### src/design/bitp_pkg.sv
// Shared constants, codes and the result record for the boot-info
// framebuffer tag parser. No dependencies.
`default_nettype none

package bitp_pkg;

  // Byte offsets inside the block are kept to this many bits
  localparam int OFF_W = 27;

  localparam logic [31:0] MAGIC_VALUE = 32'h36d7_6289;
  localparam logic [31:0] MIN_TOTAL   = 32'd16;
  localparam logic [31:0] MAX_TOTAL   = 32'd67108864;  // 64 MiB

  localparam logic [63:0] LEGACY_TEXT_COLOR = 64'h0000_0000_000B_8000;
  localparam logic [63:0] LEGACY_TEXT_MONO  = 64'h0000_0000_000B_0000;
  localparam logic [31:0] MIN_WIDTH         = 32'd320;
  localparam logic [31:0] MIN_HEIGHT        = 32'd200;

  localparam logic [31:0] TAG_END         = 32'd0;
  localparam logic [31:0] TAG_FRAMEBUFFER = 32'd8;
  localparam logic [31:0] TAG_HDR_SIZE    = 32'd8;
  localparam logic [31:0] FB_MIN_SIZE     = 32'd32;
  localparam logic [31:0] FB_MASK_SIZE    = 32'd40;
  localparam logic [7:0]  FB_TYPE_RGB     = 8'd1;

  // Word positions relative to the start of a tag
  localparam logic [OFF_W-1:0] REL_TYPE    = 27'd0;
  localparam logic [OFF_W-1:0] REL_SIZE    = 27'd4;
  localparam logic [OFF_W-1:0] REL_ADDR_LO = 27'd8;
  localparam logic [OFF_W-1:0] REL_ADDR_HI = 27'd12;
  localparam logic [OFF_W-1:0] REL_PITCH   = 27'd16;
  localparam logic [OFF_W-1:0] REL_WIDTH   = 27'd20;
  localparam logic [OFF_W-1:0] REL_HEIGHT  = 27'd24;
  localparam logic [OFF_W-1:0] REL_FORMAT  = 27'd28;
  localparam logic [OFF_W-1:0] REL_RG_MASK = 27'd32;
  localparam logic [OFF_W-1:0] REL_B_MASK  = 27'd36;

  localparam logic [OFF_W-1:0] FIRST_TAG   = 27'd8;
  localparam logic [OFF_W-1:0] WORD_BYTES  = 27'd4;

  // Result status codes
  localparam logic [1:0] ST_FOUND = 2'd0;
  localparam logic [1:0] ST_MAGIC = 2'd1;
  localparam logic [1:0] ST_SIZE  = 2'd2;
  localparam logic [1:0] ST_NOTAG = 2'd3;

  // Channel layout defaults
  localparam logic [7:0] RED_POS_DEF   = 8'd16;
  localparam logic [7:0] GREEN_POS_DEF = 8'd8;
  localparam logic [7:0] BLUE_POS_DEF  = 8'd0;
  localparam logic [3:0] CHAN_SIZE_DEF = 4'd8;

  typedef struct packed {
    logic [1:0]  status;
    logic [63:0] fb_address;
    logic [31:0] line_pitch;
    logic [31:0] screen_width;
    logic [31:0] screen_height;
    logic [5:0]  pixel_bits;
    logic [7:0]  red_position;
    logic [3:0]  red_size;
    logic [7:0]  green_position;
    logic [3:0]  green_size;
    logic [7:0]  blue_position;
    logic [3:0]  blue_size;
  } result_t;

endpackage

`default_nettype wire

### src/design/bitp_ifs.sv
// Valid/ready channel interfaces for the boot-info framebuffer tag parser.
// Depends on nothing but plain logic types.
`default_nettype none

interface bitp_in_if;
  logic        valid;
  logic        ready;
  logic [31:0] info_word;
  logic        block_start;

  modport source (output valid, output info_word, output block_start, input ready);
  modport sink   (input valid, input info_word, input block_start, output ready);
endinterface

interface bitp_out_if;
  logic        valid;
  logic        ready;
  logic [1:0]  status;
  logic [63:0] fb_address;
  logic [31:0] line_pitch;
  logic [31:0] screen_width;
  logic [31:0] screen_height;
  logic [5:0]  pixel_bits;
  logic [7:0]  red_position;
  logic [3:0]  red_size;
  logic [7:0]  green_position;
  logic [3:0]  green_size;
  logic [7:0]  blue_position;
  logic [3:0]  blue_size;

  modport source (
    output valid, input ready,
    output status, output fb_address, output line_pitch, output screen_width,
    output screen_height, output pixel_bits,
    output red_position, output red_size, output green_position, output green_size,
    output blue_position, output blue_size
  );
  modport sink (
    input valid, output ready,
    input status, input fb_address, input line_pitch, input screen_width,
    input screen_height, input pixel_bits,
    input red_position, input red_size, input green_position, input green_size,
    input blue_position, input blue_size
  );
endinterface

`default_nettype wire

### src/design/bitp_fb_check.sv
// Acceptance check of a framebuffer tag at its format word.
// Depends on bitp_pkg for the limits and format codes.
`default_nettype none

module bitp_fb_check (
  input  wire logic [63:0] address,
  input  wire logic [31:0] pitch,
  input  wire logic [31:0] width,
  input  wire logic [31:0] height,
  input  wire logic [7:0]  bpp,
  input  wire logic [7:0]  ftype,
  output logic             fb_ok
);

  logic [33:0] need;
  logic        bpp_ok;
  logic        addr_ok;
  logic        size_ok;

  // Bytes needed per line: width times bytes per pixel (2, 3 or 4)
  always_comb begin
    need   = '0;
    bpp_ok = 1'b1;
    case (bpp)
      8'd15, 8'd16: need = {1'b0, width, 1'b0};
      8'd24:        need = {1'b0, width, 1'b0} + {2'b00, width};
      8'd32:        need = {width, 2'b00};
      default:      bpp_ok = 1'b0;
    endcase
  end

  assign addr_ok = (address != bitp_pkg::LEGACY_TEXT_COLOR) &&
                   (address != bitp_pkg::LEGACY_TEXT_MONO) && (address != 64'd0);
  assign size_ok = (width >= bitp_pkg::MIN_WIDTH) && (height >= bitp_pkg::MIN_HEIGHT);

  assign fb_ok = addr_ok && size_ok && (ftype == bitp_pkg::FB_TYPE_RGB) && bpp_ok &&
                 ({2'b00, pitch} >= need);

endmodule

`default_nettype wire

### src/design/boot_info_framebuffer_tag_parser.sv
// Top level of the boot-info framebuffer tag parser: input register, tag walk
// and result register. Depends on bitp_pkg, bitp_ifs and bitp_fb_check.
//
// Usage: boot information words stream in on in_ch, one 32-bit little-endian
// word per beat; block_start marks the total-size word of a new block. The
// loader magic is written on cfg_wr_en/cfg_wr_data before a block is sent.
// A block gives at most one result beat on out_ch: framebuffer found, wrong
// magic, bad total size, or no usable tag. Other words give no beat.
// A deciding word passes the input register, then the result register.
// Throughput: one word per cycle while out_ch is not stalled with a result
// held; each word passes the tag walk logic once between the two registers,
// and the widest path is the width times bytes-per-pixel compare.
// Reset leaves the block idle: words without block_start are dropped until a
// block starts. When the receiver stalls with a result held, one more word
// can sit in the input register; in_ch.ready then drops until out_ch drains.
`default_nettype none

module boot_info_framebuffer_tag_parser (
  input  wire logic         clk,
  input  wire logic         rst_n,
  input  wire logic         cfg_wr_en,
  input  wire logic [31:0]  cfg_wr_data,
  bitp_in_if.sink           in_ch,
  bitp_out_if.source        out_ch
);

  localparam int OW = bitp_pkg::OFF_W;

  // Configuration
  logic [31:0] loader_magic_r;

  // Input register
  logic        s1_valid_r;
  logic [31:0] s1_word_r;
  logic        s1_start_r;
  logic        adv;

  // Walk state
  logic [OW-1:0] byte_offset_r, byte_offset_nxt;
  logic [OW-1:0] block_size_r,  block_size_nxt;
  logic [OW-1:0] tag_begin_r,   tag_begin_nxt;
  logic [31:0]   tag_type_r,    tag_type_nxt;
  logic [31:0]   tag_size_r,    tag_size_nxt;
  logic [63:0]   address_r,     address_nxt;
  logic [31:0]   pitch_r,       pitch_nxt;
  logic [31:0]   width_r,       width_nxt;
  logic [31:0]   height_r,      height_nxt;
  logic [7:0]    bpp_r,         bpp_nxt;
  logic [7:0]    ftype_r,       ftype_nxt;
  logic [7:0]    red_pos_r,     red_pos_nxt;
  logic [3:0]    red_size_r,    red_size_nxt;
  logic [7:0]    green_pos_r,   green_pos_nxt;
  logic [3:0]    green_size_r,  green_size_nxt;
  logic [7:0]    blue_pos_r,    blue_pos_nxt;
  logic [3:0]    blue_size_r,   blue_size_nxt;
  logic          parse_done_r,  parse_done_nxt;

  // Result
  logic               res_valid;
  logic [1:0]         res_status;
  bitp_pkg::result_t  res_data;
  logic               out_valid_r;
  bitp_pkg::result_t  out_data_r;

  // Walk helpers
  logic [OW-1:0] rel;
  logic [31:0]   skip_size;
  logic [34:0]   skip_pad;
  logic [34:0]   skip_nxt;
  logic          no_room;
  logic          overrun;
  logic          fb_ok;

  assign adv         = s1_valid_r && (!out_valid_r || out_ch.ready);
  assign in_ch.ready = !s1_valid_r || adv;

  // Configuration register
  always_ff @(posedge clk) begin
    if (!rst_n) begin
      loader_magic_r <= '0;
    end else if (cfg_wr_en) begin
      loader_magic_r <= cfg_wr_data;
    end
  end

  // Input register
  always_ff @(posedge clk) begin
    if (!rst_n) begin
      s1_valid_r <= 1'b0;
    end else if (in_ch.valid && in_ch.ready) begin
      s1_valid_r <= 1'b1;
    end else if (adv) begin
      s1_valid_r <= 1'b0;
    end
  end

  always_ff @(posedge clk) begin
    if (in_ch.valid && in_ch.ready) begin
      s1_word_r  <= in_ch.info_word;
      s1_start_r <= in_ch.block_start;
    end
  end

  // Skip to the next 8-byte aligned tag; no room if its header passes the end
  assign rel       = byte_offset_r - tag_begin_r;
  assign skip_size = (rel == bitp_pkg::REL_SIZE) ? s1_word_r : tag_size_r;
  assign skip_pad  = ({3'b000, skip_size} + 35'd7) & ~35'd7;
  assign skip_nxt  = {{(35-OW){1'b0}}, tag_begin_r} + skip_pad;
  assign no_room   = (skip_nxt + 35'd8) > {{(35-OW){1'b0}}, block_size_r};
  assign overrun   = ({{(33-OW){1'b0}}, tag_begin_r} + {1'b0, s1_word_r}) >
                     {{(33-OW){1'b0}}, block_size_r};

  bitp_fb_check u_fb_check (
    .address (address_r),
    .pitch   (pitch_r),
    .width   (width_r),
    .height  (height_r),
    .bpp     (s1_word_r[7:0]),
    .ftype   (s1_word_r[15:8]),
    .fb_ok   (fb_ok)
  );

  // Tag walk: one word per pass
  always_comb begin
    byte_offset_nxt = byte_offset_r;
    block_size_nxt  = block_size_r;
    tag_begin_nxt   = tag_begin_r;
    tag_type_nxt    = tag_type_r;
    tag_size_nxt    = tag_size_r;
    address_nxt     = address_r;
    pitch_nxt       = pitch_r;
    width_nxt       = width_r;
    height_nxt      = height_r;
    bpp_nxt         = bpp_r;
    ftype_nxt       = ftype_r;
    red_pos_nxt     = red_pos_r;
    red_size_nxt    = red_size_r;
    green_pos_nxt   = green_pos_r;
    green_size_nxt  = green_size_r;
    blue_pos_nxt    = blue_pos_r;
    blue_size_nxt   = blue_size_r;
    parse_done_nxt  = parse_done_r;
    res_valid       = 1'b0;
    res_status      = bitp_pkg::ST_FOUND;

    if (s1_start_r) begin
      // New block: restart the walk and check magic and total size
      parse_done_nxt  = 1'b0;
      byte_offset_nxt = bitp_pkg::WORD_BYTES;
      tag_begin_nxt   = bitp_pkg::FIRST_TAG;
      tag_type_nxt    = '0;
      tag_size_nxt    = '0;
      address_nxt     = '0;
      pitch_nxt       = '0;
      width_nxt       = '0;
      height_nxt      = '0;
      bpp_nxt         = '0;
      ftype_nxt       = '0;
      red_pos_nxt     = bitp_pkg::RED_POS_DEF;
      red_size_nxt    = bitp_pkg::CHAN_SIZE_DEF;
      green_pos_nxt   = bitp_pkg::GREEN_POS_DEF;
      green_size_nxt  = bitp_pkg::CHAN_SIZE_DEF;
      blue_pos_nxt    = bitp_pkg::BLUE_POS_DEF;
      blue_size_nxt   = bitp_pkg::CHAN_SIZE_DEF;
      block_size_nxt  = '0;
      if (loader_magic_r != bitp_pkg::MAGIC_VALUE) begin
        res_valid  = 1'b1;
        res_status = bitp_pkg::ST_MAGIC;
      end else if (s1_word_r < bitp_pkg::MIN_TOTAL || s1_word_r > bitp_pkg::MAX_TOTAL) begin
        res_valid  = 1'b1;
        res_status = bitp_pkg::ST_SIZE;
      end else begin
        block_size_nxt = s1_word_r[OW-1:0];
      end
    end else if (!parse_done_r) begin
      byte_offset_nxt = byte_offset_r + bitp_pkg::WORD_BYTES;
      if (byte_offset_r >= tag_begin_r) begin
        case (rel)
          bitp_pkg::REL_TYPE: tag_type_nxt = s1_word_r;
          bitp_pkg::REL_SIZE: begin
            tag_size_nxt = s1_word_r;
            if (s1_word_r < bitp_pkg::TAG_HDR_SIZE || overrun ||
                tag_type_r == bitp_pkg::TAG_END) begin
              res_valid  = 1'b1;
              res_status = bitp_pkg::ST_NOTAG;
            end else if (!(tag_type_r == bitp_pkg::TAG_FRAMEBUFFER &&
                           s1_word_r >= bitp_pkg::FB_MIN_SIZE)) begin
              tag_begin_nxt = skip_nxt[OW-1:0];
              if (no_room) begin
                res_valid  = 1'b1;
                res_status = bitp_pkg::ST_NOTAG;
              end
            end
          end
          bitp_pkg::REL_ADDR_LO: address_nxt[31:0]  = s1_word_r;
          bitp_pkg::REL_ADDR_HI: address_nxt[63:32] = s1_word_r;
          bitp_pkg::REL_PITCH:   pitch_nxt  = s1_word_r;
          bitp_pkg::REL_WIDTH:   width_nxt  = s1_word_r;
          bitp_pkg::REL_HEIGHT:  height_nxt = s1_word_r;
          bitp_pkg::REL_FORMAT: begin
            bpp_nxt   = s1_word_r[7:0];
            ftype_nxt = s1_word_r[15:8];
            if (!fb_ok) begin
              tag_begin_nxt = skip_nxt[OW-1:0];
              if (no_room) begin
                res_valid  = 1'b1;
                res_status = bitp_pkg::ST_NOTAG;
              end
            end else if (tag_size_r < bitp_pkg::FB_MASK_SIZE) begin
              res_valid  = 1'b1;
              res_status = bitp_pkg::ST_FOUND;
            end
          end
          bitp_pkg::REL_RG_MASK: begin
            if (s1_word_r[15:8] >= 8'd1 && s1_word_r[15:8] <= 8'd8) begin
              red_pos_nxt  = s1_word_r[7:0];
              red_size_nxt = s1_word_r[11:8];
            end
            if (s1_word_r[31:24] >= 8'd1 && s1_word_r[31:24] <= 8'd8) begin
              green_pos_nxt  = s1_word_r[23:16];
              green_size_nxt = s1_word_r[27:24];
            end
          end
          bitp_pkg::REL_B_MASK: begin
            if (s1_word_r[15:8] >= 8'd1 && s1_word_r[15:8] <= 8'd8) begin
              blue_pos_nxt  = s1_word_r[7:0];
              blue_size_nxt = s1_word_r[11:8];
            end
            res_valid  = 1'b1;
            res_status = bitp_pkg::ST_FOUND;
          end
          default: ;
        endcase
      end
    end

    if (res_valid) begin
      parse_done_nxt = 1'b1;
    end
  end

  // Result fields are zero unless a framebuffer was found
  always_comb begin
    res_data        = '0;
    res_data.status = res_status;
    if (res_status == bitp_pkg::ST_FOUND) begin
      res_data.fb_address     = address_nxt;
      res_data.line_pitch     = pitch_nxt;
      res_data.screen_width   = width_nxt;
      res_data.screen_height  = height_nxt;
      res_data.pixel_bits     = bpp_nxt[5:0];
      res_data.red_position   = red_pos_nxt;
      res_data.red_size       = red_size_nxt;
      res_data.green_position = green_pos_nxt;
      res_data.green_size     = green_size_nxt;
      res_data.blue_position  = blue_pos_nxt;
      res_data.blue_size      = blue_size_nxt;
    end
  end

  // Walk state registers
  always_ff @(posedge clk) begin
    if (!rst_n) begin
      byte_offset_r <= '0;
      block_size_r  <= '0;
      tag_begin_r   <= bitp_pkg::FIRST_TAG;
      tag_type_r    <= '0;
      tag_size_r    <= '0;
      address_r     <= '0;
      pitch_r       <= '0;
      width_r       <= '0;
      height_r      <= '0;
      bpp_r         <= '0;
      ftype_r       <= '0;
      red_pos_r     <= bitp_pkg::RED_POS_DEF;
      red_size_r    <= bitp_pkg::CHAN_SIZE_DEF;
      green_pos_r   <= bitp_pkg::GREEN_POS_DEF;
      green_size_r  <= bitp_pkg::CHAN_SIZE_DEF;
      blue_pos_r    <= bitp_pkg::BLUE_POS_DEF;
      blue_size_r   <= bitp_pkg::CHAN_SIZE_DEF;
      parse_done_r  <= 1'b1;
    end else if (adv) begin
      byte_offset_r <= byte_offset_nxt;
      block_size_r  <= block_size_nxt;
      tag_begin_r   <= tag_begin_nxt;
      tag_type_r    <= tag_type_nxt;
      tag_size_r    <= tag_size_nxt;
      address_r     <= address_nxt;
      pitch_r       <= pitch_nxt;
      width_r       <= width_nxt;
      height_r      <= height_nxt;
      bpp_r         <= bpp_nxt;
      ftype_r       <= ftype_nxt;
      red_pos_r     <= red_pos_nxt;
      red_size_r    <= red_size_nxt;
      green_pos_r   <= green_pos_nxt;
      green_size_r  <= green_size_nxt;
      blue_pos_r    <= blue_pos_nxt;
      blue_size_r   <= blue_size_nxt;
      parse_done_r  <= parse_done_nxt;
    end
  end

  // Result register
  always_ff @(posedge clk) begin
    if (!rst_n) begin
      out_valid_r <= 1'b0;
    end else if (adv) begin
      out_valid_r <= res_valid;
    end else if (out_ch.ready) begin
      out_valid_r <= 1'b0;
    end
  end

  always_ff @(posedge clk) begin
    if (adv && res_valid) begin
      out_data_r <= res_data;
    end
  end

  assign out_ch.valid          = out_valid_r;
  assign out_ch.status         = out_data_r.status;
  assign out_ch.fb_address     = out_data_r.fb_address;
  assign out_ch.line_pitch     = out_data_r.line_pitch;
  assign out_ch.screen_width   = out_data_r.screen_width;
  assign out_ch.screen_height  = out_data_r.screen_height;
  assign out_ch.pixel_bits     = out_data_r.pixel_bits;
  assign out_ch.red_position   = out_data_r.red_position;
  assign out_ch.red_size       = out_data_r.red_size;
  assign out_ch.green_position = out_data_r.green_position;
  assign out_ch.green_size     = out_data_r.green_size;
  assign out_ch.blue_position  = out_data_r.blue_position;
  assign out_ch.blue_size      = out_data_r.blue_size;

  // Checks
  a_magic_reported: assert property (@(posedge clk) disable iff (!rst_n)
    (adv && s1_start_r && loader_magic_r != bitp_pkg::MAGIC_VALUE) |=>
      (out_valid_r && out_data_r.status == bitp_pkg::ST_MAGIC))
    else $error("wrong magic not reported on block start");

  a_idle_silent: assert property (@(posedge clk) disable iff (!rst_n)
    (adv && !s1_start_r && parse_done_r) |=> !out_valid_r)
    else $error("result produced while idle");

  a_fail_zero: assert property (@(posedge clk) disable iff (!rst_n)
    (out_valid_r && out_data_r.status != bitp_pkg::ST_FOUND) |->
      (out_data_r.fb_address == 64'd0 && out_data_r.pixel_bits == 6'd0 &&
       out_data_r.screen_width == 32'd0))
    else $error("failure result carries framebuffer fields");

  a_found_bpp: assert property (@(posedge clk) disable iff (!rst_n)
    (out_valid_r && out_data_r.status == bitp_pkg::ST_FOUND) |->
      (out_data_r.pixel_bits == 6'd15 || out_data_r.pixel_bits == 6'd16 ||
       out_data_r.pixel_bits == 6'd24 || out_data_r.pixel_bits == 6'd32))
    else $error("found framebuffer with unsupported depth");

endmodule

`default_nettype wire
### src/flat_wrapper.sv
// flat-port wrapper written by rule: the top's interface ports become plain ports
module boot_info_framebuffer_tag_parser_flat 
  (clk, rst_n, cfg_wr_en, cfg_wr_data, in_ch_valid, in_ch_info_word, in_ch_block_start, in_ch_ready, out_ch_valid, out_ch_ready, out_ch_status, out_ch_fb_address, out_ch_line_pitch, out_ch_screen_width, out_ch_screen_height, out_ch_pixel_bits, out_ch_red_position, out_ch_red_size, out_ch_green_position, out_ch_green_size, out_ch_blue_position, out_ch_blue_size);
  bitp_in_if in_ch_i ();
  bitp_out_if out_ch_i ();
  input  wire logic clk;
  input  wire logic rst_n;
  input  wire logic cfg_wr_en;
  input  wire logic [31:0] cfg_wr_data;
  input wire logic [$bits(in_ch_i.valid)-1:0] in_ch_valid;
  input wire logic [$bits(in_ch_i.info_word)-1:0] in_ch_info_word;
  input wire logic [$bits(in_ch_i.block_start)-1:0] in_ch_block_start;
  output wire logic [$bits(in_ch_i.ready)-1:0] in_ch_ready;
  output wire logic [$bits(out_ch_i.valid)-1:0] out_ch_valid;
  input wire logic [$bits(out_ch_i.ready)-1:0] out_ch_ready;
  output wire logic [$bits(out_ch_i.status)-1:0] out_ch_status;
  output wire logic [$bits(out_ch_i.fb_address)-1:0] out_ch_fb_address;
  output wire logic [$bits(out_ch_i.line_pitch)-1:0] out_ch_line_pitch;
  output wire logic [$bits(out_ch_i.screen_width)-1:0] out_ch_screen_width;
  output wire logic [$bits(out_ch_i.screen_height)-1:0] out_ch_screen_height;
  output wire logic [$bits(out_ch_i.pixel_bits)-1:0] out_ch_pixel_bits;
  output wire logic [$bits(out_ch_i.red_position)-1:0] out_ch_red_position;
  output wire logic [$bits(out_ch_i.red_size)-1:0] out_ch_red_size;
  output wire logic [$bits(out_ch_i.green_position)-1:0] out_ch_green_position;
  output wire logic [$bits(out_ch_i.green_size)-1:0] out_ch_green_size;
  output wire logic [$bits(out_ch_i.blue_position)-1:0] out_ch_blue_position;
  output wire logic [$bits(out_ch_i.blue_size)-1:0] out_ch_blue_size;
  assign in_ch_i.valid = in_ch_valid;
  assign in_ch_i.info_word = in_ch_info_word;
  assign in_ch_i.block_start = in_ch_block_start;
  assign in_ch_ready = in_ch_i.ready;
  assign out_ch_valid = out_ch_i.valid;
  assign out_ch_i.ready = out_ch_ready;
  assign out_ch_status = out_ch_i.status;
  assign out_ch_fb_address = out_ch_i.fb_address;
  assign out_ch_line_pitch = out_ch_i.line_pitch;
  assign out_ch_screen_width = out_ch_i.screen_width;
  assign out_ch_screen_height = out_ch_i.screen_height;
  assign out_ch_pixel_bits = out_ch_i.pixel_bits;
  assign out_ch_red_position = out_ch_i.red_position;
  assign out_ch_red_size = out_ch_i.red_size;
  assign out_ch_green_position = out_ch_i.green_position;
  assign out_ch_green_size = out_ch_i.green_size;
  assign out_ch_blue_position = out_ch_i.blue_position;
  assign out_ch_blue_size = out_ch_i.blue_size;
  boot_info_framebuffer_tag_parser u_core (.clk(clk), .rst_n(rst_n), .cfg_wr_en(cfg_wr_en), .cfg_wr_data(cfg_wr_data), .in_ch(in_ch_i), .out_ch(out_ch_i));
endmodule
### config.mk
export PLATFORM = sky130hd
export DESIGN_NAME = boot_info_framebuffer_tag_parser_flat
export DESIGN_NICKNAME = d
export VERILOG_FILES = /design/src/design/bitp_pkg.sv /design/src/design/bitp_ifs.sv /design/src/design/bitp_fb_check.sv /design/src/design/boot_info_framebuffer_tag_parser.sv /design/src/flat_wrapper.sv
export SDC_FILE = /design/constraint.sdc
export NUM_CORES = 2
export LEC_CHECK = 0
export BUFFER_PORTS_ARGS = -buffer_cell sky130_fd_sc_hd__buf_2
export CORE_MARGIN = 2
export CORE_UTILIZATION = 35
export DETAILED_ROUTE_END_ITERATION = 10
export GPL_ROUTABILITY_DRIVEN = 0
export PLACE_DENSITY = 0.59
export SETUP_SLACK_MARGIN = 0.1
export SYNTH_ARGS = -nofsm -noshare
export SYNTH_HDL_FRONTEND = slang
export SYNTH_SLANG_ARGS = --single-unit
### constraint.sdc
create_clock -name clk -period 28.8 [get_ports clk]
set_input_delay 5.76 -clock clk [delete_from_list [all_inputs] [get_ports clk]]
set_output_delay 5.76 -clock clk [all_outputs]
set_load 0.005 [all_outputs]
Word level (Yosys, flattened, before mapping)
Cells that the tools add are included.
- bits in registers: 619
- input bits: 70
- output and inout port bits: 206
- word-level logic and storage cells: 215
- add/subtract/negate cells: 7
- order comparisons: 15
- equality and inequality tests: 22
- multiplexer cells: 99
- reduce and logical (&&, ||, !) cells: 38
- operators with widths (kind ; number):
    32-bit 2-to-1 mux ; 22
    27-bit 2-to-1 mux ; 10
    64-bit 2-to-1 mux ; 3
    64-bit by 20-bit inequality test with 1-bit output, second input constant ; 2
    8-bit 2-to-1 mux ; 15
    27-bit by 5-bit == test with 1-bit output, second input constant ; 4
    34-bit case mux with 3 select lines ; 1
    64-bit nonzero test ; 1
    4-bit 2-to-1 mux ; 15
    27-bit by 4-bit == test with 1-bit output, second input constant ; 2
    27-bit by 6-bit == test with 1-bit output, second input constant ; 2
    27-bit case mux with 2 select lines ; 1
    27-bit by 35-bit adder with 35-bit output ; 1
    35-bit by 4-bit adder with 35-bit output, second input constant ; 1
    35-bit by 27-bit greater-than comparator with 1-bit output ; 1
    33-bit by 32-bit adder with 34-bit output ; 1
    32-bit by 34-bit >= comparator with 1-bit output ; 1
    27-bit by 32-bit adder with 33-bit output ; 1
    32-bit by 3-bit adder with 33-bit output, second input constant ; 1
    33-bit by 27-bit greater-than comparator with 1-bit output ; 1
    32-bit by 4-bit == test with 1-bit output, second input constant ; 1
    32-bit by 6-bit >= comparator with 1-bit output, second input constant ; 1
    32-bit by 8-bit >= comparator with 1-bit output, second input constant ; 1
    32-bit by 9-bit >= comparator with 1-bit output, second input constant ; 1
    36 further kinds ; 91

Logic depth before layout (Yosys ltp)
- word-level depth: 16
- mapped depth: 45
- depth with buffers taken out: 42

Hierarchy
A second synthesis with hierarchy kept.
- cells, all modules: 3917
- area total of the unflattened synthesis: 35536.6 µm²
- modules (own cells, without submodules) (module ; times used ; cells an instance ; area an instance (µm²) ; sequential area each (µm²)):
    boot_info_framebuffer_tag_parser ; 1 ; 3466 ; 32070.8 ; 14664.1
    bitp_fb_check ; 1 ; 451 ; 3465.8 ; 0.0

Worst setup path after synthesis
OpenSTA, ideal clock, no wires.
- path kind: reg2reg
- start point: reg u_core.tag_begin_r[17]
- end point: reg u_core.out_data_r (netlist bit u_core.out_ch.blue_position[0]) (enable)
- library setup time: 1085 ps
- data arrival time: 22382 ps
- data required time: 27715 ps
- slack: 5333 ps
- stages on the path, launching flop included: 40
- path buffers: 4
- clock period less this slack: 23467 ps
- cells stage by stage: dfxtp_1 > inv_1 > ha_1 > nor2b_1 > a221oi_1 > nand4_1 > or4b_1 > nor4_1 > o2111ai_1 > or4_1 > buf_2 > nor2_2 > buf_1 > clkbuf_1 > buf_1 > a21oi_1 > ha_1 > and3_1 > [4 not listed] > nor3_1 > and4_1 > nand2_1 > xnor2_1 > ha_1 > nor2b_1 > o21ai_0 > nand2b_1 > a21oi_1 > nor2b_1 > o21ai_0 > nand2b_1 > a221oi_1 > o21ai_0 > a221oi_1 > nand3_1 > o32ai_1 > a21boi_0
- cells in the longest elaborated chain, start to end: 15
- elaborated cells between the ends (all ways): 23
- classes of those cells: add/sub: 5; order compare: 3; eq/ne: 3; mux: 9; reduce/logical: 3
- RTL lines (element ; line ; RTL):
    start, declared ; boot_info_framebuffer_tag_parser.sv:41 ; logic [OW-1:0] tag_begin_r, tag_begin_nxt;
    start signal, assigned ; boot_info_framebuffer_tag_parser.sv:266 ; tag_begin_r <= bitp_pkg::FIRST_TAG;
    start signal, assigned ; boot_info_framebuffer_tag_parser.sv:285 ; tag_begin_r <= tag_begin_nxt;
    27-bit subtractor ; boot_info_framebuffer_tag_parser.sv:105 ; assign rel = byte_offset_r - tag_begin_r;
    27-bit by 3-bit == test with 1-bit output ; boot_info_framebuffer_tag_parser.sv:106, boot_info_framebuffer_tag_parser.sv:178 ;
    32-bit 2-to-1 mux ; -- ;
    32-bit by 3-bit adder with 33-bit output ; boot_info_framebuffer_tag_parser.sv:107 ; assign skip_pad = ({3'b000, skip_size} + 35'd7) & ~35'd7;
    27-bit by 35-bit adder with 35-bit output ; boot_info_framebuffer_tag_parser.sv:108 ; assign skip_nxt = {{(35-OW){1'b0}}, tag_begin_r} + skip_pad;
    35-bit by 4-bit adder with 35-bit output ; boot_info_framebuffer_tag_parser.sv:109 ; assign no_room = (skip_nxt + 35'd8) > {{(35-OW){1'b0}}, block_size_r};
    35-bit by 27-bit greater-than comparator with 1-bit output ; boot_info_framebuffer_tag_parser.sv:109 ;
    1-bit 2-to-1 mux ; boot_info_framebuffer_tag_parser.sv:189, boot_info_framebuffer_tag_parser.sv:205 ;
    1-bit 2-to-1 mux ; boot_info_framebuffer_tag_parser.sv:186 ; end else if (!(tag_type_r == bitp_pkg::TAG_FRAMEBUFFER &&
    1-bit 2-to-1 mux ; boot_info_framebuffer_tag_parser.sv:182 ; if (s1_word_r < bitp_pkg::TAG_HDR_SIZE || overrun ||
    1-bit case mux with 3 select lines ; boot_info_framebuffer_tag_parser.sv:178 ; case (rel)
    1-bit 2-to-1 mux * ; boot_info_framebuffer_tag_parser.sv:177 ; if (byte_offset_r >= tag_begin_r) begin
    1-bit 2-to-1 mux * ; boot_info_framebuffer_tag_parser.sv:175 ; end else if (!parse_done_r) begin
    1-bit 2-to-1 mux * ; boot_info_framebuffer_tag_parser.sv:146 ; if (s1_start_r) begin
    1-bit logical AND * ; boot_info_framebuffer_tag_parser.sv:316 ; if (adv && res_valid) begin
    end signal, assigned ; boot_info_framebuffer_tag_parser.sv:317 ; out_data_r <= res_data;
    end, declared ; boot_info_framebuffer_tag_parser.sv:63 ; bitp_pkg::result_t out_data_r;
Mark *: on every way between the ends. The rest lies on a longest branch, timed or not.
A chain may end at the register's enable or synchronous reset.

Final worst setup path
- start point: in out_ch_ready
- end point: out in_ch_ready
- cells in the longest elaborated chain, start to end: 3
- RTL lines (element ; line ; RTL):
    start, declared ; flat_wrapper.sv:15 ; input wire logic [$bits(out_ch_i.ready)-1:0] out_ch_ready;
    1-bit logical OR ; boot_info_framebuffer_tag_parser.sv:74 ; assign adv = s1_valid_r && (!out_valid_r || out_ch.ready);
    1-bit logical AND ; boot_info_framebuffer_tag_parser.sv:74 ;
    1-bit logical OR ; boot_info_framebuffer_tag_parser.sv:75 ; assign in_ch.ready = !s1_valid_r || adv;
    end, declared ; flat_wrapper.sv:13 ; output wire logic [$bits(in_ch_i.ready)-1:0] in_ch_ready;
No other way between the ends.

==> results.md <==
- # IOs: 276
- Vias in the first global route: 28800
- Post-Syn Area per Cell: 9.17 um^2
- Hold slack: 0.486 ns
- Cts bufs inserted: 74
- Kind of critical path: in -> out
- Crit path launch type: input pin
- Detailed placer's ending HPWL: 86700 um
- Synth async-reset ratio: 0%
- Clock Skews: 0.0379 ns
- Syn nets: 4150
- Chip width: 322 um
- Crit-path slowest cell: nor2b_1
- Share of cells above drive strength 1: 16.5%
- Netlist Area Pre-Place: 0.0354 mm^2
- CTS tree: done
- Slew Viols, Final: 0
- Post CTS Setup Buffer Count: 0
- Pwr dens: 48.8 mW/mm^2
- Clock Sink Count: 614
- Slew HR: 9.86%
- Register clock-pin slew on the reported worst setup and hold paths: 0.06 ns
- Nets: 4339
- RSZ-0062 raised after global routing: no
- Clk pwr share: 48.2%
- Sw Ratio: 24.8%
- Crit path DAT: 6.40 ns
- Max Cap Viol: 0
- Slew @ Worst Pin: 1.35 ns
- Worst path required time: 23.04 ns
- GR Overflow Total: 0
- Initial drt markers: 3470
- Slowest stage delay, CP: 0.29 ns
- P_leak: 15.1 nW
- Mapped Cells: 3864
- Clock tree buffer depth: 3
- Final wirelength: 126000 um
- Run status: finished, final reports clean
- Pint: 0.00149 W
- Flop pwr share: 46.0%
- Synth Flop Type: dfxtp_1
- Worst-path maximum fanout: 5
- Logic pwr share: 5.8%
- Starting Density: 35.3%
- DR WL/cell: 23.0 um
- DRT Pass-1 Iters: 6
- Ys Warns: 0
- Post-synthesis sequential area ratio: 41.4%
- Hold/Removal Path Class: reg -> reg
- Total power: 0.00199 W
- Largest net degree at the start of global routing: 99
- CP endpoint kind: output port
- Vias/cell: 5.63
- Antenna violations before repair: 4
- Clk_lat worst skew: 0.66 ns
- Post-CTS Hold Fix Bufs: 0
- Tmin final: 12.16 ns
- Critical path buffers and inverters: 2
- Chip height: 322 um
- Die area: 0.104 mm^2
- Final Hold Fails: 0
- Net switching power: 0.000492 W
- Crit share post-route: 42.2%
- Core area: 0.100 mm^2
- Total GRT Usage: 23.6%
- Max IR drop VDD: 0.0410 mV
- CP Cell Sequence: buf_2, nor2b_1, nand2_1, buf_2
- First-pass GRT wire length: 186000 um
- Number of gates resized after cts: 0
- EDFF count, synth: 237
- Remaining DRCs: 0
- Fmax achieved: 82.3 MHz
- Vias: 30800
- Root Driver: clkbuf_16
- ANT nets after route: 0
- H-tree levels: 3
- Port bufs: 275
- Reg-to-reg setup timing slack: 17.12 ns
- Most common cell on crit path: buf_2
- TNS Setup: 0 ns
- Top delay family on crit path: simple AND/OR/NAND/NOR gates
- Synth Register Bits: 614
- Row count: 116
- Area grow syn2layout: 14.8%
- Final Setup Violations: 0
- Netlist cell types: 88
==> Yosys cell counts (60+ instances only) <==
cell      instances  share of area, %
a21o_1           60               1.3
nand3_1          86               1.2
dfxtp_1         377                21
xnor2_1          94               2.3
nand2_1         483               5.1
nand4_1          67               1.2
a22oi_1         241               5.1
clkbuf_1        209               2.2
nor2b_1         323               5.7
a21oi_2         151               3.7
inv_1           134               1.4
xor2_1           68               1.7
nor4_1           65               1.1
ha_1            214               7.6
o21ai_0         134               1.9
a21oi_1         146               2.1
edfxtp_1        237                20
nor2_1          192               2.0
mux2i_1          79               2.2
==> flip-flops by register name (all words and copies together) (netlist names), 32 cells and up <==
register,count
u_core.out_ch.screen_width,32
u_core.tag_type_r,32
u_core.out_ch.line_pitch,32
u_core.width_r,32
u_core.s1_word_r,32
u_core.tag_size_r,32
u_core.out_ch.fb_address,64
u_core.loader_magic_r,32
u_core.out_ch.screen_height,32
u_core.pitch_r,32
u_core.address_r,64
u_core.height_r,32
==> logic make-up (layout without fill, tap and decap cells) <==
| logic type | after synthesis | in the layout | share of synthesized area [%] |
|---|---|---|---|
| buf+inv | 384 | 635 | 4.50 |
| simple gates | 1423 | 1423 | 20.2 |
| xor+xnor | 162 | 162 | 4.00 |
| compound gates | 984 | 984 | 19.9 |
| mux | 81 | 81 | 2.29 |
| other cells | 0 | 1 | 0 |
| fa+ha+maj | 216 | 216 | 7.67 |
| flops | 614 | 614 | 41.4 |
==> worst register-to-register path: cells and delay by family (launching register included) <==
family,cells,cell delay (ns)
flops,1,0.42
fa+ha+maj,3,1.20
compound gates,18,4.14
xor+xnor,1,0.10
simple gates,14,3.37
buf+inv,5,1.94
==> power by group through the flow <==
stage	Sequential, W	Combinational (W)	Clock, W
2_1_floorplan	0.000939	0.0000590	0
3_3_place_gp	0.000932	0.000112	0
3_5_place_dp	0.000932	0.000112	0
4_1_cts	0.000913	0.000113	0.000973
5_1_grt	0.000914	0.000120	0.00101
6_report	0.000913	0.000115	0.000958
==> metrics by stage <==
step / cells / utilization (%) / cell area [um^2] / setup slack (ns)
2_1_floorplan: 3864 / - / 35400 / 5.33
5_1_grt: 5472 / 40.6 / 40700 / 16.37
3_3_place_gp: 5334 / 38.1 / 38200 / 16.64
4_1_cts: 5472 / 40.6 / 40700 / 16.64
6_report: 5473 / 40.6 / 40700 / 16.64
3_5_place_dp: 5334 / 38.1 / 38200 / 16.65
==> path summary, 6_finish.rpt <==
kind,from,end,depth (start not counted)
max,out_ch_ready,in_ch_ready,4
min,u_core.tag_type_r[0]$_SDFFE_PN0P_,u_core.tag_type_r[0]$_SDFFE_PN0P_,1
max reg2reg,u_core.tag_begin_r[3]$_SDFFE_PN1P_,u_core.out_ch.fb_address[35]$_SDFFCE_PP0P_,41
min reg2reg,u_core.tag_type_r[0]$_SDFFE_PN0P_,u_core.tag_type_r[0]$_SDFFE_PN0P_,1
==> final cells by class <==
cell class / instances / area (um^2)
clock inverter: 46 / 439
tap: 1357 / 1700
antenna: 1 / 2.50
multi-input combinational: 2866 / 19300
inverter: 135 / 507
timing repair buffer: 362 / 2040
clock buffer: 92 / 2010
sequential: 614 / 14700
fill: 9849 / 59600
==> metal layers <==
| metal | track usage [%] | vias to the layer above | share of wire [%] |
|---|---|---|---|
| li1 | - | 14400 | - |
| met1 | 33.4 | 14800 | 44 |
| met2 | 35.7 | 1479 | 43 |
| met3 | 4.87 | 229 | 9.7 |
| met4 | 7.77 | 0 | 3.4 |
| met5 | 0 | - | 0 |
==> layout by cell type, fill, tap and decap left out, types with 13 or more instances in the layout <==
master | synthesis | routed
and2_1 | 17 | 16
a21oi_2 | 151 | 151
nor3_1 | 57 | 55
a222oi_1 | 26 | 26
nor2b_1 | 323 | 320
nand3_1 | 86 | 86
nand4_1 | 67 | 67
a22oi_1 | 241 | 241
inv_1 | 134 | 134
o211ai_1 | 18 | 18
buf_2 | 7 | 274
a22o_1 | 29 | 29
a211oi_1 | 23 | 22
nor2_1 | 192 | 184
nor4_1 | 65 | 63
o21bai_1 | 15 | 15
clkinv_2 | 0 | 16
o21ai_0 | 134 | 134
a21oi_1 | 146 | 146
edfxtp_1 | 237 | 237
mux2i_1 | 79 | 79
xor2_1 | 68 | 68
and3_1 | 32 | 32
xnor2_1 | 94 | 94
dfxtp_1 | 377 | 377
or3_1 | 21 | 21
buf_4 | 1 | 87
nand2_1 | 483 | 482
a31oi_1 | 13 | 13
a21o_1 | 60 | 60
o21a_1 | 28 | 28
nand2b_1 | 20 | 20
clkbuf_16 | 0 | 77
ha_1 | 214 | 214
No activity file was read; power rests on OpenSTA's default activity.
